===== config.mk =====
export PLATFORM = sky130hd
export DESIGN_NAME = pch_front
export DESIGN_NICKNAME = d
export VERILOG_FILES = /design/src/pch_pkg.sv /design/src/pch_front.sv
export VERILOG_INCLUDE_DIRS = /design/src /design/src/src
export SDC_FILE = /design/constraint.sdc
export NUM_CORES = 1
export LEC_CHECK = 0
export BUFFER_PORTS_ARGS = -buffer_cell sky130_fd_sc_hd__buf_2
export CAP_MARGIN = 10
export CORE_MARGIN = 2
export CORE_UTILIZATION = 45
export DETAILED_ROUTE_END_ITERATION = 16
export PLACE_DENSITY_LB_ADDON = 0.12
export SLEW_MARGIN = 30
export SYNTH_ARGS = -nofsm -noshare
export SYNTH_HDL_FRONTEND = slang
export SYNTH_SLANG_ARGS = --single-unit

===== constraint.sdc =====
create_clock -name clk_i -period 2.8 [get_ports clk_i]
set_input_delay 0.84 -clock clk_i [delete_from_list [all_inputs] [get_ports clk_i]]
set_output_delay 0.84 -clock clk_i [all_outputs]
set_load 0.02 [all_outputs]

===== src/pawn_correction_history_macros.svh =====
// assertion macros shared by the pawn correction history rtl
// expects clk_i and rst_ni in the scope of each use
`ifndef PAWN_CORRECTION_HISTORY_MACROS_SVH
`define PAWN_CORRECTION_HISTORY_MACROS_SVH

`ifndef SYNTHESIS
// same-cycle implication, checked out of reset
`define PCH_ASSERT_IMPL(lbl, ante, cons) \
  lbl: assert property (@(posedge clk_i) disable iff (!rst_ni) (ante) |-> (cons)) \
    else $error("pch assertion failed");
// next-cycle implication, checked out of reset
`define PCH_ASSERT_NEXT(lbl, ante, cons) \
  lbl: assert property (@(posedge clk_i) disable iff (!rst_ni) (ante) |=> (cons)) \
    else $error("pch assertion failed");
`else
`define PCH_ASSERT_IMPL(lbl, ante, cons)
`define PCH_ASSERT_NEXT(lbl, ante, cons)
`endif

`endif


===== src/pch_pkg.sv =====
// shared types and constants of the pawn correction history block
// no dependencies
`timescale 1ns / 1ps
`default_nettype none

package pch_pkg;

  // table geometry default
  localparam int unsigned TABLE_ENTRIES_DEF = 16384;
  localparam int unsigned QUEUE_DEPTH       = 2;

  // field widths
  localparam int unsigned KEY_W    = 64;
  localparam int unsigned DEPTH_W  = 8;
  localparam int unsigned DIFF_W   = 16;
  localparam int unsigned ENTRY_W  = 16;
  localparam int unsigned SCORE_W  = 16;
  localparam int unsigned SCALE_W  = 10;
  localparam int unsigned LIMIT_W  = 11;
  localparam int unsigned UNITS_W  = 6;

  // configuration port
  localparam int unsigned CFG_IDX_W  = 2;
  localparam int unsigned CFG_DATA_W = 11;

  typedef enum logic [CFG_IDX_W-1:0] {
    CFG_UPDATE_SCALE     = 2'd0,
    CFG_CORRECTION_LIMIT = 2'd1,
    CFG_EVAL_UNITS       = 2'd2
  } cfg_idx_e;

  localparam logic [SCALE_W-1:0] SCALE_RST = 10'd64;
  localparam logic [LIMIT_W-1:0] LIMIT_RST = 11'd64;
  localparam logic [UNITS_W-1:0] UNITS_RST = 6'd1;

  typedef struct packed {
    logic [SCALE_W-1:0] update_scale;
    logic [LIMIT_W-1:0] correction_limit;
    logic [UNITS_W-1:0] eval_units;
  } cfg_t;

  // request kinds
  typedef enum logic {
    KIND_UPDATE = 1'b0,
    KIND_QUERY  = 1'b1
  } kind_e;

  // key reduction: one hex digit of the hash per cycle
  localparam int unsigned KEY_DIGIT_W = 4;

  // queued request: kind, depth, difference, then the slot address
  localparam int unsigned ITEM_FIX_W = 1 + DEPTH_W + DIFF_W;

  // update arithmetic
  localparam int unsigned DD_W         = DIFF_W + DEPTH_W + 1;
  localparam int unsigned PROD_W       = DD_W + SCALE_W + 1;
  localparam int unsigned CHANGE_SHIFT = 6;
  localparam int unsigned FULL_W       = LIMIT_W + UNITS_W;
  localparam int unsigned CHG_W        = FULL_W;
  localparam int unsigned MAG_W        = 16;

  // divides |entry*change| by limit*units, or |entry| by units
  localparam int unsigned DVD_W          = 30;
  localparam int unsigned DVS_W          = FULL_W;
  localparam int unsigned DIV_RADIX_BITS = 2;
  localparam int unsigned DIV_CYCLES     = DVD_W / DIV_RADIX_BITS;

  typedef struct packed {
    logic             start;
    logic [DVD_W-1:0] dividend;
    logic [DVS_W-1:0] divisor;
  } div_req_t;

  typedef struct packed {
    logic             done;
    logic [DVD_W-1:0] quotient;
  } div_rsp_t;

  // front sequencer
  typedef enum logic [1:0] {
    F_IDLE,
    F_REDUCE,
    F_PUSH
  } front_state_e;

  // back sequencer
  typedef enum logic [2:0] {
    B_CLEAR,
    B_IDLE,
    B_READ,
    B_PROD,
    B_CLAMP,
    B_MAG,
    B_DIV,
    B_FIN
  } back_state_e;

endpackage

`default_nettype wire


===== src/pch_front.sv =====
// front sequencer: accepts requests and reduces the hash key to a slot
// depends on pch_pkg and pawn_correction_history_macros.svh
`timescale 1ns / 1ps
`default_nettype none
`include "pawn_correction_history_macros.svh"

module pch_front #(
  parameter int unsigned TABLE_ENTRIES = pch_pkg::TABLE_ENTRIES_DEF,
  localparam int unsigned ADDR_W = $clog2(2 * TABLE_ENTRIES),
  localparam int unsigned ITEM_W = pch_pkg::ITEM_FIX_W + ADDR_W
) (
  input  wire logic                                 clk_i,
  input  wire logic                                 rst_ni,
  input  wire logic                                 in_valid_i,
  output      logic                                 in_stall_o,
  input  wire logic                                 kind_i,
  input  wire logic                                 side_to_move_i,
  input  wire logic [pch_pkg::KEY_W-1:0]            hash_key_i,
  input  wire logic [pch_pkg::DEPTH_W-1:0]          search_depth_i,
  input  wire logic signed [pch_pkg::DIFF_W-1:0]    eval_difference_i,
  input  wire logic                                 clear_busy_i,
  input  wire logic                                 q_full_i,
  output      logic                                 q_push_o,
  output      logic [ITEM_W-1:0]                    q_data_o
);

  import pch_pkg::*;

  localparam int unsigned IDX_W  = $clog2(TABLE_ENTRIES);
  localparam int unsigned ACC_W  = IDX_W + KEY_DIGIT_W;
  localparam int unsigned DIGITS = KEY_W / KEY_DIGIT_W;
  localparam int unsigned CNT_W  = $clog2(DIGITS);
  localparam logic [ACC_W-1:0]  MODULUS   = ACC_W'(TABLE_ENTRIES);
  localparam logic [IDX_W:0]    RES_LIMIT = (IDX_W + 1)'(TABLE_ENTRIES);
  localparam logic [ADDR_W-1:0] HALF_BASE = ADDR_W'(TABLE_ENTRIES);
  localparam logic [CNT_W-1:0]  LAST_CNT  = CNT_W'(DIGITS - 1);

  front_state_e             state_q, state_d;
  logic [CNT_W-1:0]         cnt_q;
  logic                     kind_q;
  logic                     side_q;
  logic [DEPTH_W-1:0]       depth_q;
  logic [DIFF_W-1:0]        diff_q;
  logic [KEY_W-1:0]         key_q;
  logic [IDX_W-1:0]         res_q;
  logic [ACC_W-1:0]         acc;
  logic [IDX_W-1:0]         res_step;
  logic [ADDR_W-1:0]        slot;
  logic                     accept;

  // sequencer
  always_comb begin
    state_d    = state_q;
    in_stall_o = 1'b1;
    q_push_o   = 1'b0;
    unique case (state_q)
      F_IDLE: begin
        in_stall_o = clear_busy_i;
        if (in_valid_i && !clear_busy_i) begin
          state_d = F_REDUCE;
        end
      end
      F_REDUCE: begin
        if (cnt_q == LAST_CNT) begin
          state_d = F_PUSH;
        end
      end
      F_PUSH: begin
        if (!q_full_i) begin
          q_push_o = 1'b1;
          state_d  = F_IDLE;
        end
      end
      default: state_d = F_IDLE;
    endcase
  end

  assign accept = in_valid_i && !in_stall_o;

  always_ff @(posedge clk_i or negedge rst_ni) begin
    if (!rst_ni) begin
      state_q <= F_IDLE;
      cnt_q   <= '0;
    end else begin
      state_q <= state_d;
      if (accept) begin
        cnt_q <= '0;
      end else if (state_q == F_REDUCE) begin
        cnt_q <= cnt_q + CNT_W'(1);
      end
    end
  end

  // key modulo table size, one digit per cycle with restoring subtracts
  always_comb begin
    acc = {res_q, key_q[KEY_W-1 -: KEY_DIGIT_W]};
    for (int k = KEY_DIGIT_W - 1; k >= 0; k--) begin
      if (acc >= (MODULUS << k)) begin
        acc = acc - (MODULUS << k);
      end
    end
    res_step = acc[IDX_W-1:0];
  end

  // request payload and reduction state
  always_ff @(posedge clk_i) begin
    if (accept) begin
      kind_q  <= kind_i;
      side_q  <= side_to_move_i;
      depth_q <= search_depth_i;
      diff_q  <= eval_difference_i;
      key_q   <= hash_key_i;
      res_q   <= '0;
    end else if (state_q == F_REDUCE) begin
      key_q <= key_q << KEY_DIGIT_W;
      res_q <= res_step;
    end
  end

  // slot in the table half of the side to move
  assign slot     = ADDR_W'(res_q) + (side_q ? HALF_BASE : '0);
  assign q_data_o = {kind_q, depth_q, diff_q, slot};

  `PCH_ASSERT_IMPL(front_residue_range, state_q == F_REDUCE, {1'b0, res_q} < RES_LIMIT)

endmodule

`default_nettype wire


# Word level (Yosys, flattened, before mapping)
# Cells that the tools add are included.
op_classes:
  add_sub_neg: 6
  n_reduce_logical: 7
  eq_ne: 6
  order_cmp: 4
  muxes: 16
ops:
  columns: ["op", "n"]
  rows:
  - ["$mux W64", 2]
  - ["$mux W18", 3]
  - ["$ge A18 B15 Y1 const B", 1]
  - ["$ge A18 B16 Y1 const B", 1]
  - ["$ge A18 B17 Y1 const B", 1]
  - ["$ge A18 B18 Y1 const B", 1]
  - ["$sub A18 B16 Y18 const B", 1]
  - ["$sub A18 B17 Y18 const B", 1]
  - ["$sub A18 B18 Y18 const B", 1]
  - ["$add A14 B15 Y15", 1]
  - ["$mux W15", 1]
  - ["$mux W14", 1]
  - ["$sub A14 B1 Y14 const B", 1]
  - ["$mux W4", 2]
  - ["$mux W2", 3]
  - ["$ne A2 B2 Y1 const B", 3]
  - ["$pmux W2 S3", 1]
  - ["$add A4 B1 Y4 const B", 1]
  - ["$eq A4 B4 Y1 const B", 1]
  - ["$mux W1", 3]
  - ["$reduce_and A3 Y1", 1]
  - ["$eq A2 B1 Y1 const B", 1]
  - ["$eq A2 B2 Y1 const B", 1]
  - ["$logic_and A1 B1 Y1", 2]
  - ["3 further kinds", 4]
totals:
  elab_cells: 47
  inputBits: 95
  register_bits: 110
  output_inout_bits: 42

# Depth between registers and ports, before layout
# Gate-level depths: netlist of the first run.
depth:
  depth_word: 8
  mapped_depth: 5
  mapped_depth_nobuf: 4

# Worst setup path after synthesis of the first run
# No wires, ideal clock.
synth_path:
  kind: "in2reg"
  from: "input port clear_busy_i"
  to: "register key_q[0], enable pin"
  setup_time_ns: 0.424
  path_slack_ns: -0.633
  n_path_buf: 2
  arrival_ns: 3.009
  cell_stages: 4
  required_time_ns: 2.376
  path_cell_list: "or4b_4 > buf_6 > buf_6 > nand2_1"
synth_via:
  elab_chain_cells: 4
synth_lines:
  columns: ["element", "line_no", "source"]
  rows:
  - ["start, declared", "pch_front.sv:21", "input wire logic clear_busy_i,"]
  - ["$mux W1", "pch_front.sv:56", "unique case (state_q)"]
  - ["$logic_not A1 Y1", "pch_front.sv:78", "assign accept = in_valid_i && !in_stall_o;"]
  - ["$logic_and A1 B1 Y1", "pch_front.sv:78", null]
  - ["$reduce_bool A2 Y1 (no source line)", null, null]
  - ["end signal, assigned", "pch_front.sv:112", "key_q <= hash_key_i;"]
  - ["end signal, assigned", "pch_front.sv:115", "key_q <= key_q << KEY_DIGIT_W;"]
  - ["end, declared", "pch_front.sv:44", "logic [KEY_W-1:0] key_q;"]
# Every way passes these cells.
# A chain may end at the register's enable or synchronous reset.

# Final worst setup path of the first run
layout_path:
  from: "input port clear_busy_i"
  to: "output port in_stall_o"
layout_via:
  elab_chain_cells: 1
layout_lines:
  columns: ["element", "line_no", "source"]
  rows:
  - ["$mux W1", "pch_front.sv:56", null]
  - ["end, declared", "pch_front.sv:15", "output logic in_stall_o,"]
# Every way passes these cells.

==> impl_metrics.toml, run 1 <==
[critical_path]
worstPathRequired_ps = 1960
critPathMaxStageDelay_ps = 290
crit_top_cell = "buf_2"
cp.arrival_ps = 1390
cp_max_fo = 2
worstPathCellList = "buf_2, or3_1, buf_2"
cp_num_buf_inv = 2
endpoint_kind = "primary output"
cp_top_family = "simple AND/OR/NAND/NOR gates"
slowest_stage = "or3_1"
criticalPathCategory = "primary input to primary output"
crit_path_start_kind = "primary input"

[floorplanning]
initial_utilization = 0.459
die_w_um = 104
ios = 137
die-area_um2 = 10700
core_um2 = 9730
fp.dieH_um = 104
num_rows = 36

[timing]
min_period_ps = 2230
tns_ps = 0
rsz0062_at_grt = "false"
drv_slew = 0
finalSetupViolations = 0
finalHoldViolations = 0
fin_crit_sh = 0.798
finalClockSkew_ps = 12.1
max_slew_margin = 0.738
max_freq_ghz = 0.448
worst_pin_slew_ps = 393

[drt]
drtIter0Drc = 70
first_pass_iters = 4
ant_nets = 0
via_count = 2501
avgRoutedWirePerCell_um = 14.3
drt-total-wl_um = 7630
avgViaCountPerCell = 4.70
drc = 0

[grt]
grt_util_met2 = 0.234
antenna_found_initial = 0
grtUsageTotal = 0.146
top_usage_layer = "met2"
gr-usage-met1 = 0.192
grtUsageMet3 = 0.0378
grt_pass1_wl_um = 12500
gr-total-overflow = 0
grt_start_max_net_pins = 41
grt_pass1_vias = 2549

[clocking]
cts_setup_buffers = 0
cts.path.max_buffers = 2
h-tree-depth = 3
cts_tree = "built"
cts_resized = 0
cts-root-buf = "clkbuf_8"
clk_latency_ps = 360
numCtsBuffers = 9
cts_hold_buf = 0
numClockSinks = 110
clkTransAtPathRegs_ps = 110

[synthesis]
synth.distinct_cells = 27
synth.ff_latch_count = 110
yosys_warnings = 0
synth_area_per_cell_um2 = 16.9
syn_inst = 265
yosysSeqAreaShare = 0.701
synth_nets = 361
netlist_area_um2 = 4470

[power]
leakage_nw = 2.36
p_total_w = 0.00538
power_density_nw_per_um2 = 992
ir_drop_mv = 0.485

[placement]
gp_congestion = 0.702
dp_hpwl_um = 5260
io_buffers = 136

[run]
maxCapViolations = 0

[outcome]
status = "finished clean"

[finish]
multi_input_area_um2 = 1160
fillers = 861
diodes = 0
area_growth_pct = 21.4
final_net_count = 490
drive_gt1_frac = 0.554
ff_latch_area_um2 = 3130

[min_path]
min_path_type = "primary input to async pin"
[registers in the layout (all words and copies together), names as in the netlist]
signal,cells
cnt_q,4
depth_q,8
diff_q,16
key_q,64
kind_q,1
res_q,14
side_q,1
state_q,2
[routing by layer]
layer	share of wire	vias to the layer above
met3	0.067	8
met5	0	-
met2	0.47	93
met1	0.45	1185
li1	-	1215
met4	0.013	0
[synthesized netlist by cell type, drive strengths merged]
cell | count | share of area
o21ai | 2 | 0.0022
nand4 | 1 | 0.0014
dfxtp | 14 | 0.063
buf | 22 | 0.038
nor2b | 1 | 0.0014
or4b | 1 | 0.0031
mux2i | 1 | 0.0022
ha | 1 | 0.0028
dfrtp | 6 | 0.034
clkbuf | 3 | 0.0025
and2 | 4 | 0.0056
a21oi | 14 | 0.016
nor3b | 1 | 0.0017
nand2b | 1 | 0.0014
xor2 | 1 | 0.0020
inv | 1 | 0.00084
nand3b | 2 | 0.0034
edfxtp | 90 | 0.60
mux2 | 60 | 0.18
nor2 | 1 | 0.00084
nand2 | 34 | 0.029
nand3 | 3 | 0.0034
or3 | 1 | 0.0014
[final timing paths]
check,from,end,slack [ps],cells past startpoint
worst max-delay path,clear_busy_i,in_stall_o,570,3
worst min-delay path,rst_ni,state_q[1]$_DFFE_PN0P_,280,1
worst max register to register,state_q[0]$_DFFE_PN0P_,key_q[55]$_DFFE_PP_,820,3
worst min register to register,res_q[10]$_SDFFE_PN0N_,res_q[10]$_SDFFE_PN0N_,460,2
max in group asynchronous,rst_ni,cnt_q[0]$_DFFE_PN0P_,2370,1
min in group clk_i,res_q[10]$_SDFFE_PN0N_,res_q[10]$_SDFFE_PN0N_,460,2
[cells by family (layout without fill, tap and decap cells)]
family,after synthesis,after routing,synth area share
xor gates and xnor gates,1,1,0.00196
muxes,61,61,0.183
adders and majority gates,1,1,0.00280
DFF,110,110,0.701
buffers and inverters,26,160,0.0414
and+or+nand+nor,50,50,0.0521
AOI/OAI and AO/OA,16,16,0.0179
[cell type report]
class,count,area share
sequential,110,0.577
tap,133,0.0307
multi-input combinational,129,0.214
timing repair buffer,143,0.144
clock inverter,7,0.0106
inverter,1,0.000692
clock buffer,9,0.0228
[through the flow]
stage | area, µm² | util | std cells | worst slack (ps) | hold slack, ps
global placement | 5250 | 0.539 | 516 | 417 | 439
global route | 5430 | 0.558 | 532 | 534 | 261
floorplan | 4480 | - | 265 | 336 | 445
CTS | 5430 | 0.558 | 532 | 563 | 261
finish | 5430 | 0.558 | 532 | 567 | 281
detailed placement | 5250 | 0.539 | 516 | 400 | 445
[placed cells by master (no fill, tap or decap), types with 2 or more instances in the layout]
master,n
mux2_2,25
nand2_1,33
buf_2,136
clkbuf_8,9
dfrtp_1,6
nand3b_1,2
buf_4,3
buf_12,4
a21oi_1,14
clkinvlp_4,2
edfxtp_1,90
dfxtp_1,14
o21ai_0,2
nand3_1,3
clkinv_4,2
mux2_4,35
and2_1,4
[where the power goes]
part           total [W]  switching, W  internal (W)
clock network   0.000888      0.000554      0.000334
registers        0.00290      0.000236       0.00267
logic            0.00159      0.000754      0.000839
total            0.00538       0.00154       0.00384
Note: power is estimated with default switching activity, not from simulation.
==> run 2, diff against run 1 <==
- clock period: 2.8 -> 2.1 ns (I/O delays scaled with it)
==> run 2 against run 1 <==
Effect of this change: sequential power increased by 33%; final area increased by 3.1%; die area unchanged.
==> impl_metrics.toml, run 2 (synthesized netlist as in run 1, its figures left out) <==
[critical_path]
worstPathCellList = "buf_4, or3_4, buf_6"
endpoint_kind = "primary output"
cp_max_fo = 6
cp_num_buf_inv = 2
worstPathRequired_ps = 1470
worstReg2RegStart = "state_q[0]$_DFFE_PN0P_"
crit_start = "state_q[1]$_DFFE_PN0P_"
cp_top_family = "flip-flops"
crit_path_start_kind = "flop"
criticalPathCategory = "flop to primary output"
slowest_stage = "dfrtp_1"
cp.arrival_ps = 1410
critPathMaxStageDelay_ps = 400

[placement]
placedCellCount = 524
dp_hpwl_um = 5220
io_buffers = 136
gp_congestion = 0.740
placed_area_um2 = 5350

[clocking]
cts_hold_buf = 0
numCtsBuffers = 9
cts.path.max_buffers = 2
clkTransAtPathRegs_ps = 100
h-tree-depth = 3
cts_tree = "built"
numClockSinks = 110
clk_latency_ps = 370
cts-root-buf = "clkbuf_8"

[finish]
largest_reg_flops = 64
diodes = 0
final_cell_mix = "buf_2, edfxtp_1, mux2_4, nand2_1, mux2_2"
final_net_count = 499
final_common_cell = "buf_2"
top_register = "key_q"
area_growth_pct = 25.1
largestRegisters = "key_q: 64 flops, diff_q: 16 flops, res_q: 14 flops"
postLayoutCellArea_um2 = 5590
drive_gt1_frac = 0.564
stdcell_count = 541
fillers = 810

[timing]
finalClockSkew_ps = 6.72
fin_crit_sh = 0.971
drv_slew = 0
rsz0062_at_grt = "false"
max_freq_ghz = 0.491
finalSetupViolations = 0
min_period_ps = 2040
finalHoldViolations = 0
hold_ws_ps = 65.4
max_slew_margin = 0.817
worst_pin_slew_ps = 274
tns_ps = 0

[outcome]
status = "finished clean"

[drt]
first_pass_iters = 4
drtIter0Drc = 63
avgRoutedWirePerCell_um = 13.6
ant_nets = 0
via_count = 2468
drc = 0
drt-total-wl_um = 7370
avgViaCountPerCell = 4.56

[floorplanning]
core_um2 = 9730
die-area_um2 = 10700
num_rows = 36
initial_utilization = 0.459
die_w_um = 104
fp.dieH_um = 104
ios = 137

[grt]
antenna_found_initial = 0
grt_pass1_wl_um = 11900
grt_start_max_net_pins = 33
grtUsageTotal = 0.142
grt_pass1_vias = 2495
gr-total-overflow = 0

[power]
leakage_nw = 2.46
power_density_nw_per_um2 = 1340
ir_drop_mv = 0.610
p_total_w = 0.00751

[min_path]
min_path_type = "primary input to async pin"

[run]
maxCapViolations = 0
-- run 2: cell types whose count changed in the layout (fill, tap and decap cells not counted), sizes merged --
cell | before | now
inv | 2 | 3
bufinv | 0 | 2
buf | 143 | 152
clkinvlp | 3 | 0
-- run 2: routing by layer --
layer | GRT usage | wire length [µm] | vias up | part of all wire
li1 | - | - | 1236 | -
met1 | 0.180 | 3220 | 1128 | 0.44
met2 | 0.222 | 3450 | 93 | 0.47
met3 | 0.0396 | 562 | 11 | 0.076
met4 | 0.0753 | 145 | 0 | 0.020
met5 | 0 | 0 | - | 0
-- run 2: worst paths after layout --
kind / end / slack, ps / cells after the start
max reg2reg: key_q[7]$_DFFE_PP_ / 150 / 5
max in group asynchronous: cnt_q[1]$_DFFE_PN0P_ / 1890 / 1
min reg2reg: res_q[10]$_SDFFE_PN0N_ / 450 / 2
min in group clk_i: diff_q[14]$_DFFE_PN_ / 430 / 1
max: in_stall_o / 60 / 3
min: state_q[1]$_DFFE_PN0P_ / 70 / 1
-- run 2: area by class of cell --
cell class | instances | area, µm² | share of cell area
well taps | 133 | 166 | 0.0298
inverters | 1 | 3.75 | 0.000671
repair buffers | 152 | 898 | 0.161
clock buffers | 9 | 124 | 0.0221
flip-flops and latches | 110 | 3130 | 0.560
clock inverters | 7 | 95.1 | 0.0170
multi-input cells | 129 | 1170 | 0.210
-- run 2: timing repair --
| action | 4_1_cts | 5_1_grt |
|---|---|---|
| gates resized for setup | 0 | 4 |
| setup buffers | 0 | 1 |
| endpoints found under the setup margin | 0 | 1 |
-- run 2: per-stage QoR --
stage,utilization,setup slack (ps)
final,0.575,61.9
after floorplan,-,47.8
after global routing,0.575,10.3
after CTS,0.573,5.91
after detailed placement,0.550,-12.6
after global placement,0.550,-1.43
-- run 2: power breakdown --
group	leakage, nW	switching (W)	internal [W]
Combinational	1.26	0.00104	0.00124
Sequential	1.08	0.000299	0.00355
Clock	0.112	0.000705	0.000679
