<file path="src/pawn_correction_history_macros.svh">
// assertion macros shared by the pawn correction history rtl
// expects clk_i and rst_ni in the scope of each use
`ifndef PAWN_CORRECTION_HISTORY_MACROS_SVH
`define PAWN_CORRECTION_HISTORY_MACROS_SVH

`ifndef SYNTHESIS
// same-cycle implication, checked out of reset
`define PCH_ASSERT_IMPL(lbl, ante, cons) \
  lbl: assert property (@(posedge clk_i) disable iff (!rst_ni) (ante) |-> (cons)) \
    else $error("pch assertion failed");
// next-cycle implication, checked out of reset
`define PCH_ASSERT_NEXT(lbl, ante, cons) \
  lbl: assert property (@(posedge clk_i) disable iff (!rst_ni) (ante) |=> (cons)) \
    else $error("pch assertion failed");
`else
`define PCH_ASSERT_IMPL(lbl, ante, cons)
`define PCH_ASSERT_NEXT(lbl, ante, cons)
`endif

`endif

</file>
<file path="src/pch_queue.sv">
// short request queue between the front and back sequencers
// depends on pawn_correction_history_macros.svh
`timescale 1ns / 1ps
`default_nettype none
`include "pawn_correction_history_macros.svh"

module pch_queue #(
  parameter int unsigned WIDTH = 32,
  parameter int unsigned DEPTH = 2
) (
  input  wire logic             clk_i,
  input  wire logic             rst_ni,
  input  wire logic             push_i,
  input  wire logic [WIDTH-1:0] data_i,
  output      logic             full_o,
  input  wire logic             pop_i,
  output      logic [WIDTH-1:0] data_o,
  output      logic             empty_o
);

  localparam int unsigned PTR_W = $clog2(DEPTH);
  localparam int unsigned CNT_W = $clog2(DEPTH + 1);
  localparam logic [PTR_W-1:0] LAST_PTR = PTR_W'(DEPTH - 1);
  localparam logic [CNT_W-1:0] FULL_CNT = CNT_W'(DEPTH);

  logic [WIDTH-1:0] slot_q [DEPTH];
  logic [PTR_W-1:0] wr_ptr_q, wr_ptr_d;
  logic [PTR_W-1:0] rd_ptr_q, rd_ptr_d;
  logic [CNT_W-1:0] cnt_q, cnt_d;
  logic             do_push, do_pop;

  assign full_o  = (cnt_q == FULL_CNT);
  assign empty_o = (cnt_q == '0);
  assign data_o  = slot_q[rd_ptr_q];
  assign do_push = push_i && !full_o;
  assign do_pop  = pop_i && !empty_o;

  // pointer and fill count update
  always_comb begin
    wr_ptr_d = wr_ptr_q;
    rd_ptr_d = rd_ptr_q;
    cnt_d    = cnt_q;
    if (do_push) begin
      wr_ptr_d = (wr_ptr_q == LAST_PTR) ? '0 : wr_ptr_q + PTR_W'(1);
    end
    if (do_pop) begin
      rd_ptr_d = (rd_ptr_q == LAST_PTR) ? '0 : rd_ptr_q + PTR_W'(1);
    end
    if (do_push && !do_pop) begin
      cnt_d = cnt_q + CNT_W'(1);
    end else if (do_pop && !do_push) begin
      cnt_d = cnt_q - CNT_W'(1);
    end
  end

  always_ff @(posedge clk_i or negedge rst_ni) begin
    if (!rst_ni) begin
      wr_ptr_q <= '0;
      rd_ptr_q <= '0;
      cnt_q    <= '0;
    end else begin
      wr_ptr_q <= wr_ptr_d;
      rd_ptr_q <= rd_ptr_d;
      cnt_q    <= cnt_d;
    end
  end

  // storage
  always_ff @(posedge clk_i) begin
    if (do_push) begin
      slot_q[wr_ptr_q] <= data_i;
    end
  end

  // the front only pushes when there is room
  `PCH_ASSERT_IMPL(queue_no_overflow, push_i, !full_o)

endmodule

`default_nettype wire

</file>
<file path="config.mk">
export PLATFORM = sky130hd
export DESIGN_NAME = pch_queue
export DESIGN_NICKNAME = d
export VERILOG_FILES = /design/src/pch_queue.sv
export VERILOG_INCLUDE_DIRS = /design/src /design/src/src
export SDC_FILE = /design/constraint.sdc
export NUM_CORES = 1
export LEC_CHECK = 0
export ABC_AREA = 1
export BUFFER_PORTS_ARGS = -buffer_cell sky130_fd_sc_hd__buf_2
export CORE_ASPECT_RATIO = 0.75
export CORE_MARGIN = 2
export CORE_UTILIZATION = 55
export CTS_CLUSTER_SIZE = 24
export DETAILED_ROUTE_END_ITERATION = 16
export GPL_TIMING_DRIVEN = 0
export PLACE_DENSITY = 0.83
export RECOVER_POWER = 25
export SLEW_MARGIN = 20
export SYNTH_ARGS = -nofsm -noshare
export SYNTH_HDL_FRONTEND = slang
export SYNTH_SLANG_ARGS = --single-unit
</file>
<file path="constraint.sdc">
create_clock -name clk_i -period 3.6 [get_ports clk_i]
set_input_delay 0.18 -clock clk_i [delete_from_list [all_inputs] [get_ports clk_i]]
set_output_delay 0.18 -clock clk_i [all_outputs]
set_load 0.02 [all_outputs]
</file>
# Word level (Yosys, flattened, before mapping)
# Memory sizes are Yosys's and may differ from the RTL's.
# Cells that the tools add are included.
[op_classes]
reduce_logical = 10
n_eq_ne = 1
muxes = 6
addsub = 4
[ops]
columns = ["op", "count"]
rows = [
  ["$logic_and 1x1->1", 4],
  ["$logic_not 1->1", 4],
  ["$mux 1", 4],
  ["$mux 2", 2],
  ["$add 1x1->1 const B", 2],
  ["$add 2x1->2 const B", 1],
  ["$eq 2x2->1 const B", 1],
  ["$logic_not 2->1", 1],
  ["$reduce_bool 2->1", 1],
  ["$sub 2x1->2 const B", 1],
]
[totals]
inputBits = 36
ramBits = 64
mem_count = 1
reg_bits = 4
[mem_list]
columns = ["memory", "depth", "width", "read_ports", "rd_ports_with_merged_regs", "wr", "line_no", "text"]
rows = [
  ["slot_q", 2, 32, 1, 0, 1, "pch_queue.sv:26", "logic [WIDTH-1:0] slot_q [DEPTH];"],
]

# Logic depth before layout (Yosys ltp)
# Gate-level depths: netlist of the first run.
[logic_depth]
word_depth = 7
mapped_depth = 9
depth_no_buf = 9

# Least setup slack after synthesis of the first run
# Ideal clock, no wire load.
[synth_timing]
kind = "reg-to-reg"
startpoint = "register cnt_q[1]"
endpoint = "memory slot_q[1][0] (enable)"
n_path_buf = 0
setup_slack_ps = 1238
stages_incl_launch_ff = 4
period_less_slack_ps = 2362
t_arrival_ps = 1941
setup_ps = 421
cell_sequence = "dfrtp_1 -> inv_1 -> o21ai_0 -> nor2_1"
[synth_between]
elab_chain_len = 5
[synth_lines]
columns = ["element", "line_no", "text"]
rows = [
  ["start, declared", "pch_queue.sv:29", "logic [CNT_W-1:0] cnt_q, cnt_d;"],
  ["start signal, assigned", "pch_queue.sv:64", "cnt_q <= cnt_d;"],
  ["$eq 2x2->1", "pch_queue.sv:32", "assign full_o = (cnt_q == FULL_CNT);"],
  ["$logic_not 1->1", "pch_queue.sv:35", "assign do_push = push_i && !full_o;"],
  ["$logic_and 1x1->1", "pch_queue.sv:35", ""],
  ["$mux 1", "pch_queue.sv:70", "if (do_push) begin"],
  ["$mux 1 (implied by the code)", "pch_queue.sv:71", "slot_q[wr_ptr_q] <= data_i;"],
  ["end, declared", "pch_queue.sv:26", ""],
]
# No other way between the ends.

# Worst setup path in the final report of the first run
[layout_timing]
startpoint = "register cnt_q[1]"
endpoint = "memory slot_q[0][0] (enable)"
[layout_between]
elab_chain_len = 5
[layout_lines]
columns = ["element", "line_no", "text"]
rows = [
  ["$eq 2x2->1", "pch_queue.sv:32", ""],
  ["$logic_not 1->1", "pch_queue.sv:35", ""],
  ["$logic_and 1x1->1", "pch_queue.sv:35", ""],
  ["net do_push", "pch_queue.sv:30", "logic do_push, do_pop;"],
  ["$mux 1", "pch_queue.sv:70", ""],
  ["$mux 1 (implied by the code)", "pch_queue.sv:71", ""],
]
# The timed path passes the listed nets, and every way through them passes these cells.

==> results of run 1 <==
[worst max-delay path by stage]
stage	from	end	slack, ns	cells past startpoint
after floorplan	cnt_q[1]	slot_q[1][0]	1.24	3
after global placement	cnt_q[1]	slot_q[1][21]	0.50	3
after detailed placement	cnt_q[1]	slot_q[0][21]	1.92	5
after CTS	cnt_q[1]	slot_q[0][4]	1.91	5
after global routing	cnt_q[1]	slot_q[0][26]	1.80	5
final	cnt_q[1]	slot_q[0][0]	1.93	5
[critical path, stage by stage (launching register included)]
cell,delay [ns]
dfrtp_1,0.41
inv_1,0.12
nor2_2,0.06
nor2_2,0.10
nand2_1,0.09
inv_2,0.51
[state kept, by name, summed over array words and instances, names as in the netlist]
signal,count
wr_ptr_q,1
slot_q,64
rd_ptr_q,1
cnt_q,2
[layout make-up]
class	instances	share of cell area, %
plain buffers	7	1.34
well taps	57	2.25
clock inverters	6	0.985
clock buffers	10	4.02
flip-flops and latches	68	63.7
repair buffers	71	11.9
inverters	8	0.946
multi-input cells	116	14.9
[stage by stage]
step | hold WS (ns) | instances | power [mW] | area (µm²) | worst slack [ns]
global route | 0.00557 | 343 | 2.85 | 3170 | 1.80
finish | 0.0270 | 343 | 2.67 | 3170 | 1.93
detailed placement | -0.00622 | 326 | 2.20 | 3010 | 1.92
floorplan | -0.116 | 199 | 1.83 | 2560 | 1.24
global placement | -0.00474 | 325 | 2.15 | 2980 | 0.495
CTS | 0.0102 | 343 | 2.70 | 3180 | 1.91
[logic make-up after synthesis]
logic type | Yosys count | synth area share [%]
AOI/OAI and AO/OA | 2 | 0.391
xor gates and xnor gates | 1 | 0.342
adders and majority gates | 1 | 0.489
buffers and inverters | 15 | 2.84
DFF | 68 | 79.0
and+or+nand+nor | 112 | 16.9
[metal layers]
| metal | vias up | track usage, % |
|---|---|---|
| li1 | 829 | - |
| met1 | 787 | 21.9 |
| met2 | 62 | 31.5 |
| met3 | 4 | 10.2 |
| met4 | 0 | 4.92 |
| met5 | - | 0 |
[power groups by stage]
stage	combinational, mW	clock, mW	sequential (mW)
2_1_floorplan	0.684	0	1.14
3_3_place_gp	0.992	0	1.15
3_5_place_dp	1.04	0	1.16
4_1_cts	1.05	0.518	1.14
5_1_grt	1.14	0.557	1.15
6_report	1.03	0.505	1.14
[layout by cell type, fill, tap and decap left out, drive strengths merged]
cell and instances:
nand2 105, buf 73, edfxtp 64, clkbuf 14, inv 8, clkinv 5
dfrtp 4, nor2 4, o21ai 2, xnor2 1, nand3b 1, nand3 1
nand4 1, ha 1, clkinvlp 1, dlygate4sd3 1
==> run summary, run 1 <==
Status: completed
Clock latency on the worst-skew pair: 0.34 ns
EDFF count, synth: 64
Worst slew margin: 54.3%
CTS Buffer Depth: 2
Worst Hold End: slot_q[0][14]
Clock root buffer: clkbuf_8
Max Cap Violations: 0
Required time worst endpoint: 3.57 ns
Worst hold start: data_i[14]
Area of the multi-input gates: 472 µm²
Final wirelength: 4.56 mm
Filler cells: 327
Seq. cell area: 2020 µm²
CTS Hold Bufs: 1
Final Hold Viols: 0
Fmax achieved: 0.600 GHz
Area Growth Syn to Fin: 24.1%
Period Utilization, post-route: 46.3%
CTS tree: built
Yosys warning total: 0
Peak supply drop: 0.514 mV
DR pass1 iterations: 4
CP arrival: 1.64 ns
Sequential area share after synthesis: 79.0%
Post-route ant nets: 0
Setup repair bufs after CTS: 0
Ports: 70
Syn nets: 236
H-tree Lvls: 3
Synth cell count leaders: 105 x nand2_1, 64 x edfxtp_1, 7 x inv_1, 4 x buf_2, 4 x dfrtp_1
GRT overflow: 0
Clock power frac: 18.9%
Top FF cell, synth: edfxtp_1
CP endpoint kind: flip-flop
Initial antenna violation count: 0
Setup TNS: 0 ns
Logic gate share of total power: 38.4%
Overall global routing resource usage: 19.2%
Worst r2r path cells: 5
PortBufs: 69
CTS Buf Count: 9
Setup violations, final: 0
Internal cell power: 1.65 mW
Sink Count: 68
Vias in the first global route: 1,592
Ratio of cells with drive above 1 in the final layout: 32.2%
Via density: 4.90
Number of cell rows: 21
Die width: 82.8 µm
DIE HEIGHT: 63.1 µm
First-pass GRT wire length: 7.04 mm
Pwr per Cell Area: 841 nW/µm²
Syn_area_per_cell: 12.9 µm²
Iter 0 DRT Violations: 81
Worst R2R Setup Slack: 1.93 ns
Sequential power share: 42.6%
Wire per inst: 13.3 µm
Clock Skews: 0.00322 ns
Fin nets: 318
Top cell type by total area after synthesis: edfxtp_1
Post-CTS sizing: 0
NetSw: 1.02 mW
Met3 Wirelength: 366 µm
CORE AREA: 4470 µm²
Area share of the largest cell type after synthesis: 75.1%
R2r startpoint: cnt_q[1]
Switching power share of the total: 38.4%
Post-synth ARST share: 5.88%
DRC: 0
Post-Synthesis Cell Area: 2560 µm²
Leakage: 1.41 nW
Hold crit path type: input pin to flip-flop
Initial core utilization: 57.3%
Worst-Margin Slew: 0.684 ns
Via count: 1,682
Pin count of the biggest net entering global routing: 33
Number of synthesized register bits: 68
Reg2reg end: slot_q[0][0]
Met1 WL: 1.92 mm
CP max FO: 32
Die area: 5220 µm²
Hold-critical path depth: 1
Inserted Diodes: 0
RSZ-0062 raised after global routing: false
Final Wtd Congestion: 0.663
Fin crit period: 1.67 ns
Clk slew on worst S/H paths: 0.07 ns
Cells after synthesis: 199
CP startpoint kind: flip-flop
WL met2: 2.24 mm
Largest cells by area after synthesis: edfxtp_1 75%, nand2_1 15%, dfrtp_1 3.9%
Final Core Density: 71.1%
Count leader, synth: nand2_1
Top Layer Used: met4
Slew Limit Fails: 0
Crit Path Category: flip-flop to flip-flop
Post-DP HPWL: 3.11 mm
Netlist cell types: 15
Note: power is estimated with default switching activity, not from simulation.
==> inputs of run 2 (changes only) <==
--- a/config.mk
+++ b/config.mk
@@ -6,15 +6,15 @@
 export SDC_FILE = /design/constraint.sdc
 export NUM_CORES = 1
 export LEC_CHECK = 0
-export ABC_AREA = 1
+export ABC_AREA = 0
 export BUFFER_PORTS_ARGS = -buffer_cell sky130_fd_sc_hd__buf_2
 export CORE_ASPECT_RATIO = 0.75
 export CORE_MARGIN = 2
-export CORE_UTILIZATION = 55
+export CORE_UTILIZATION = 52
 export CTS_CLUSTER_SIZE = 24
 export DETAILED_ROUTE_END_ITERATION = 16
 export GPL_TIMING_DRIVEN = 0
-export PLACE_DENSITY = 0.83
+export PLACE_DENSITY = 0.79
 export RECOVER_POWER = 25
 export SLEW_MARGIN = 20
 export SYNTH_ARGS = -nofsm -noshare
==> constraint.sdc (replaced) <==
create_clock -name clk_i -period 1.6 [get_ports clk_i]
set_input_delay 0.08 -clock clk_i [delete_from_list [all_inputs] [get_ports clk_i]]
set_output_delay 0.08 -clock clk_i [all_outputs]
set_load 0.02 [all_outputs]
==> run summary, run 2 <==
Status: completed (unchanged)
Worst slew margin: 70.1% (was 54.3%)
Via count: 1,498 (was 1,682)
Hold_ws: 0.111 ns (was 0.0270 ns)
Filler cells: 298 (was 327)
Ratio of cells with drive above 1 in the final layout: 47.1% (was 32.2%)
Vias in the first global route: 1,605 (was 1,592)
Post-Synthesis Cell Area: 2660 µm² (was 2560 µm²)
Worst Path Buf+Inv: 3 (was 2)
Fmax achieved: 0.645 GHz
Simple-gate share of the synthesized area: 1.04% (was 16.9%)
Initial core utilization: 54.3% (was 57.3%)
Worst-Margin Slew: 0.449 ns (was 0.684 ns)
Netlist cell types: 15 (unchanged)
Pin count of the biggest net entering global routing: 33 (unchanged)
CP Depth: 4 (was 5)
Final Hold Viols: 0 (unchanged)
Syn_area_per_cell: 22.3 µm² (was 12.9 µm²)
Syn nets: 156 (was 236)
Count leader, synth: edfxtp_1 (was nand2_1)
Die area: 5710 µm² (was 5220 µm²)
Peak supply drop: 0.982 mV (was 0.514 mV)
Die width: 86.6 µm (was 82.8 µm)
Iter 0 DRT Violations: 35 (was 81)
CTS tree: built (unchanged)
Sequential area share after synthesis: 76.0% (was 79.0%)
Initial antenna violation count: 0 (unchanged)
PortBufs: 69 (unchanged)
Delay-heaviest family, CP: buffers and inverters (unchanged)
Met2 track demand over resource: 32.4% (was 31.5%)
Ports: 70 (unchanged)
Largest family of logic cells by synthesized area: multiplexers (was simple AND/OR/NAND/NOR gates)
First-pass GRT wire length: 7.33 mm (was 7.04 mm)
Synth Area in Compound Gates: 0.188% (was 0.391%)
Post-synth ARST share: 5.88% (unchanged)
Fin nets: 276 (was 318)
Critical-path top delay cell: dfrtp_1 (was inv_2)
CTS Buffer Depth: 2 (unchanged)
Dpl ws: -0.316 ns (was 1.92 ns)
Post-route ant nets: 0 (unchanged)
Largest cells by area after synthesis: edfxtp_1 72%, mux2_4 16%, dfrtp_1 3.8% (was edfxtp_1 75%, nand2_1 15%, dfrtp_1 3.9%)
XOR/XNOR Fraction of Synth Area: 1.65% (was 0.342%)
Top FF cell, synth: edfxtp_1 (unchanged)
Setup TNS: 0 ns (unchanged)
Hold crit path type: input pin to flip-flop (unchanged)
Area share of the largest cell type after synthesis: 72.3% (was 75.1%)
Post-synthesis mux area share: 17.6% (was 0%)
Most frequent cells in the layout: 64 x edfxtp_1, 54 x buf_2, 33 x dlygate4sd3_1 (was 105 x nand2_1, 69 x buf_2, 64 x edfxtp_1)
Top Usage Layer GRT: met2 (unchanged)
Worst-path cell chain: buf_6, buf_12, mux2_4, buf_2 (was inv_1, nor2_2, nor2_2, nand2_1, inv_2)
Wire per inst: 15.7 µm (was 13.3 µm)
Number of cell rows: 22 (was 21)
Fin cells: 304 (was 343)
Sink Count: 68 (unchanged)
Overall global routing resource usage: 18.1% (was 19.2%)
Final Core Density: 74.8% (was 71.1%)
H-tree Lvls: 3 (unchanged)
Worst r2r path cells: 2 (was 5)
CTS Buf Count: 9 (unchanged)
Setup violations, final: 0 (unchanged)
Slew Limit Fails: 0 (unchanged)
Critical Path End: data_o[27] (was slot_q[0][0])
R2r startpoint: cnt_q[0] (was cnt_q[1])
Fin crit period: 1.55 ns
DR pass1 iterations: 4 (unchanged)
Max reg flops: 64 (unchanged)
Via density: 4.93 (was 4.90)
Final wirelength: 4.77 mm (was 4.56 mm)
CP arrival: 1.47 ns (was 1.64 ns)
Regs by FF count: slot_q x64, cnt_q x2 (unchanged)
Yosys warning total: 0 (unchanged)
GRT met3 Usage: 6.99% (was 10.2%)
Worst path max stage delay: 0.37 ns (was 0.51 ns)
Max Cap Violations: 0 (unchanged)
CP endpoint kind: primary output (was flip-flop)
Met1 Use GR: 18.6% (was 21.9%)
Most flop-heavy register: slot_q (unchanged)
Leading cell type in the layout, fill and taps excluded: edfxtp_1 (was nand2_1)
EDFF count, synth: 64 (unchanged)
Top cell type by total area after synthesis: edfxtp_1 (unchanged)
Reg2reg end: slot_q[1][7] (was slot_q[0][0])
Post-DP HPWL: 2.95 mm (was 3.11 mm)
CP startpoint kind: flip-flop (unchanged)
GRT overflow: 0 (unchanged)
Area Growth Syn to Fin: 37.9% (was 24.1%)
CORE AREA: 4900 µm² (was 4470 µm²)
Number of synthesized register bits: 68 (unchanged)
Clk slew on worst S/H paths: 0.06 ns (was 0.07 ns)
Clock latency on the worst-skew pair: 0.33 ns (was 0.34 ns)
Synth cell count leaders: 64 x edfxtp_1, 29 x mux2_4, 4 x dfrtp_1 (was 105 x nand2_1, 64 x edfxtp_1, 7 x inv_1, 4 x buf_2, 4 x dfrtp_1)
CP max FO: 10 (was 32)
Crit Path Category: flip-flop to primary output (was flip-flop to flip-flop)
Period Utilization, post-route: 97.0%
Adder-Cell Fraction of Synth Area: 0.471% (was 0.489%)
Worst R2R Setup Slack: 0.12 ns (was 1.93 ns)
Inserted Diodes: 0 (unchanged)
Cells after synthesis: 119 (was 199)
Clock Skews: 0.00713 ns (was 0.00322 ns)
Leakage: 1.49 nW (was 1.41 nW)
RSZ-0062 raised after global routing: false (unchanged)
DRC: 0 (unchanged)
Required time worst endpoint: 1.52 ns (was 3.57 ns)
Final Wtd Congestion: 0.664 (was 0.663)
Pwr per Cell Area: 1790 nW/µm² (was 841 nW/µm²)
Placed Cells: 248 (was 326)
DIE HEIGHT: 65.9 µm (was 63.1 µm)
Clock root buffer: clkbuf_8 (unchanged)
Origin of the worst setup path: rd_ptr_q (was cnt_q[1])
Worst Slack Setup Final: 0.0487 ns (was 1.93 ns)
-- run 2: worst reg2reg max path: cells and delay by family, from the launching register on --
kind,cells,cell delay (ns)
and+or+nand+nor,2,0.68
DFF,1,0.44
-- run 2: power by group --
| group | total, mW | internal (mW) | switching (mW) |
|---|---|---|---|
| Sequential | 2.62 | 2.44 | 0.173 |
| Clock | 1.29 | 0.703 | 0.583 |
| Combinational | 2.67 | 1.30 | 1.37 |
-- run 2: timing repair --
action                     CTS  global route
buffers inserted             6             0
setup endpoints to repair   65            28
resized for setup            3             1
hold endpoints to repair    68             0
gates cloned                 1             0
pin swaps                    3             0
hold buffers                33             0
-- run 2: cell type report --
type	count	area, µm²	share of cell area (%)
Sequential cell	68	2020	55.2
Timing Repair Buffer	108	716	19.5
Multi-Input combinational cell	46	592	16.1
Clock buffer	10	128	3.48
Tap cell	60	75.1	2.05
Buffer	4	71.3	1.95
Clock inverter	6	55.1	1.50
Inverter	2	7.51	0.205
-- run 2: worst min path at each step --
stage / from / to / slack (ns) / depth (start not counted)
floorplan: rst_ni / cnt_q[0] / -0.22 / 0
global placement: rst_ni / wr_ptr_q / -0.12 / 1
detailed placement: rst_ni / wr_ptr_q / -0.11 / 1
CTS: rst_ni / cnt_q[0] / 0.07 / 2
global route: rst_ni / cnt_q[0] / 0.11 / 2
finish: pop_i / rd_ptr_q / 0.11 / 3
-- run 2: metal layers --
layer / up-vias / share of wire (%)
met4: 0 / 2.3
met5: - / 0
met2: 64 / 52
met3: 14 / 6.3
met1: 720 / 40
li1: 700 / -
-- run 2: kinds of logic after synthesis --
kind of cell / count (synthesis)
xor gates and xnor gates: 5
AOI/OAI and AO/OA: 1
adders and majority gates: 1
DFF: 68
and+or+nand+nor: 6
buffers and inverters: 6
muxes: 32
-- run 2: through the flow --
stage / total power, mW / instance area (µm²)
2_1_floorplan: 4.46 / 2670
3_3_place_gp: 5.00 / 3090
3_5_place_dp: 5.11 / 3090
4_1_cts: 6.59 / 3680
5_1_grt: 6.88 / 3670
6_report: 6.57 / 3670
==> inputs of run 3 (changes only) <==
--- a/config.mk
+++ b/config.mk
@@ -10,13 +10,11 @@
 export BUFFER_PORTS_ARGS = -buffer_cell sky130_fd_sc_hd__buf_2
 export CORE_ASPECT_RATIO = 0.75
 export CORE_MARGIN = 2
-export CORE_UTILIZATION = 52
+export CORE_UTILIZATION = 35
 export CTS_CLUSTER_SIZE = 24
 export DETAILED_ROUTE_END_ITERATION = 16
-export GPL_TIMING_DRIVEN = 0
-export PLACE_DENSITY = 0.79
+export PLACE_DENSITY = 0.57
 export RECOVER_POWER = 25
-export SLEW_MARGIN = 20
 export SYNTH_ARGS = -nofsm -noshare
 export SYNTH_HDL_FRONTEND = slang
 export SYNTH_SLANG_ARGS = --single-unit
==> run summary, run 3 (synthesis results as in run 2) <==
Leakage: 1.45 nW (was 1.49 nW)
Fmax achieved: 0.658 GHz (was 0.645 GHz)
Die width: 105 µm (was 86.6 µm)
Initial core utilization: 36.1% (was 54.3%)
Met1 Use GR: 12.8% (was 18.6%)
CP startpoint kind: flip-flop (unchanged)
Sink Count: 68 (unchanged)
Period Utilization, post-route: 95.0% (was 97.0%)
Final wirelength: 4.44 mm (was 4.77 mm)
Regs by FF count: slot_q x64, cnt_q x2 (unchanged)
Worst slew margin: 87.0% (was 70.1%)
H-tree Lvls: 3 (unchanged)
RSZ-0062 raised after global routing: false (unchanged)
Iter 0 DRT Violations: 31 (was 35)
Origin of the worst setup path: rd_ptr_q (unchanged)
Overall global routing resource usage: 11.4% (was 18.1%)
Dpl ws: 0.151 ns (was -0.316 ns)
First-pass GRT wire length: 6.93 mm (was 7.33 mm)
Via count: 1,419 (was 1,498)
Most flop-heavy register: slot_q (unchanged)
Post-route ant nets: 0 (unchanged)
Area Growth Syn to Fin: 36.9% (was 37.9%)
DRC: 0 (unchanged)
Critical-path top delay cell: dfrtp_2 (was dfrtp_1)
Fin nets: 271 (was 276)
Fin cells: 339 (was 304)
CP max FO: 16 (was 10)
Post-DP HPWL: 2.71 mm (was 2.95 mm)
Inserted Diodes: 0 (unchanged)
Status: completed (unchanged)
Wire per inst: 13.1 µm (was 15.7 µm)
Initial antenna violation count: 0 (unchanged)
Top Usage Layer GRT: met2 (unchanged)
Setup violations, final: 0 (unchanged)
Leading cell type in the layout, fill and taps excluded: edfxtp_1 (unchanged)
Worst path max stage delay: 0.41 ns (was 0.37 ns)
Clock root buffer: clkbuf_8 (unchanged)
Via density: 4.19 (was 4.93)
Final Hold Viols: 0 (unchanged)
Peak supply drop: 0.841 mV (was 0.982 mV)
Die area: 8320 µm² (was 5710 µm²)
Ratio of cells with drive above 1 in the final layout: 45.8% (was 47.1%)
CP arrival: 1.44 ns (was 1.47 ns)
GRT met3 Usage: 5.88% (was 6.99%)
Vias in the first global route: 1,476 (was 1,605)
Worst hold start: pop_i (unchanged)
CTS Buf Count: 9 (unchanged)
Pwr per Cell Area: 1710 nW/µm² (was 1790 nW/µm²)
DIE HEIGHT: 79.5 µm (was 65.9 µm)
Ports: 70 (unchanged)
Worst-path cell chain: buf_12, mux2_2, buf_2 (was buf_6, buf_12, mux2_4, buf_2)
Crit Path Category: flip-flop to primary output (unchanged)
Fin crit period: 1.52 ns (was 1.55 ns)
Max reg flops: 64 (unchanged)
Required time worst endpoint: 1.52 ns (about the same)
DR pass1 iterations: 4 (unchanged)
PortBufs: 69 (unchanged)
CTS tree: built (unchanged)
Hold crit path type: input pin to flip-flop (unchanged)
Clock Skews: 0.00208 ns (was 0.00713 ns)
Pin count of the biggest net entering global routing: 33 (unchanged)
Worst Slack Setup Final: 0.0793 ns (was 0.0487 ns)
Number of cell rows: 27 (was 22)
Clk slew on worst S/H paths: 0.06 ns (about the same)
Worst-Margin Slew: 0.193 ns (was 0.449 ns)
Setup TNS: 0 ns (unchanged)
Max Cap Violations: 0 (unchanged)
CORE AREA: 7360 µm² (was 4900 µm²)
CP endpoint kind: primary output (unchanged)
Met2 track demand over resource: 18.7% (was 32.4%)
Clock latency on the worst-skew pair: 0.33 ns (about the same)
Most frequent cells in the layout: 64 x edfxtp_1, 57 x buf_2, 33 x dlygate4sd3_1 (was 64 x edfxtp_1, 54 x buf_2, 33 x dlygate4sd3_1)
Slew Limit Fails: 0 (unchanged)
GRT overflow: 0 (unchanged)
Post-CTS sizing: 0 (was 3)
Final Wtd Congestion: 0.665 (was 0.664)
Placed Cells: 291 (was 248)
R2r startpoint: cnt_q[0] (unchanged)
CTS Buffer Depth: 2 (unchanged)
-- run 3: area by class of cell --
type | count | area (µm²)
Clock buffer | 11 | 131
Clock inverter | 4 | 17.5
Fill cell | 649 | 3720
Inverter | 2 | 7.51
Multi-Input combinational cell | 45 | 567
Sequential cell | 68 | 2020
Tap cell | 101 | 126
Timing Repair Buffer | 108 | 768
-- run 3: critical path: cells and delay by family (launching register included) --
kind	cells	cell delay, ns
flops	1	0.41
mux	1	0.36
buf+inv	2	0.34
-- run 3: repair_timing --
action | CTS | global route
buffers inserted | 0 | 0
endpoints found under the hold margin | 68 | 0
hold buffers | 33 | 0
-- run 3: per-layer routing --
| metal | part of all wire [%] | wire length, µm |
|---|---|---|
| met1 | 44 | 1940 |
| met2 | 46 | 2050 |
| met3 | 8.7 | 387 |
| met4 | 1.3 | 59 |
| met5 | 0 | 0 |
-- run 3: metrics by stage --
| step | total power, mW | hold WS [ns] | utilization [%] | cell area [µm²] |
|---|---|---|---|---|
| after floorplan | 4.46 | -0.216 | - | 2670 |
| after global placement | 5.14 | -0.111 | 43.1 | 3180 |
| after detailed placement | 5.15 | -0.112 | 43.1 | 3180 |
| after CTS | 6.33 | 0.0541 | 49.6 | 3660 |
| after global routing | 6.55 | 0.0832 | 49.4 | 3640 |
| final | 6.22 | 0.0759 | 49.4 | 3640 |
-- run 3: where the power goes --
group | internal (mW) | total, mW | switching, mW
Sequential | 2.44 | 2.57 | 0.131
Combinational | 1.22 | 2.56 | 1.34
Clock | 0.538 | 1.09 | 0.549
Total | 4.20 | 6.22 | 2.02
-- run 3: path summary, 6_finish.rpt --
check,slack (ns),cells after the start,endpoint
setup reg to reg,0.14,7,cnt_q[1]
hold reg to reg,0.53,1,cnt_q[1]
hold / removal,0.08,3,rd_ptr_q
setup / recovery,0.08,3,data_o[9]
min in group asynchronous,0.12,2,cnt_q[0]
max in group asynchronous,1.29,2,rd_ptr_q
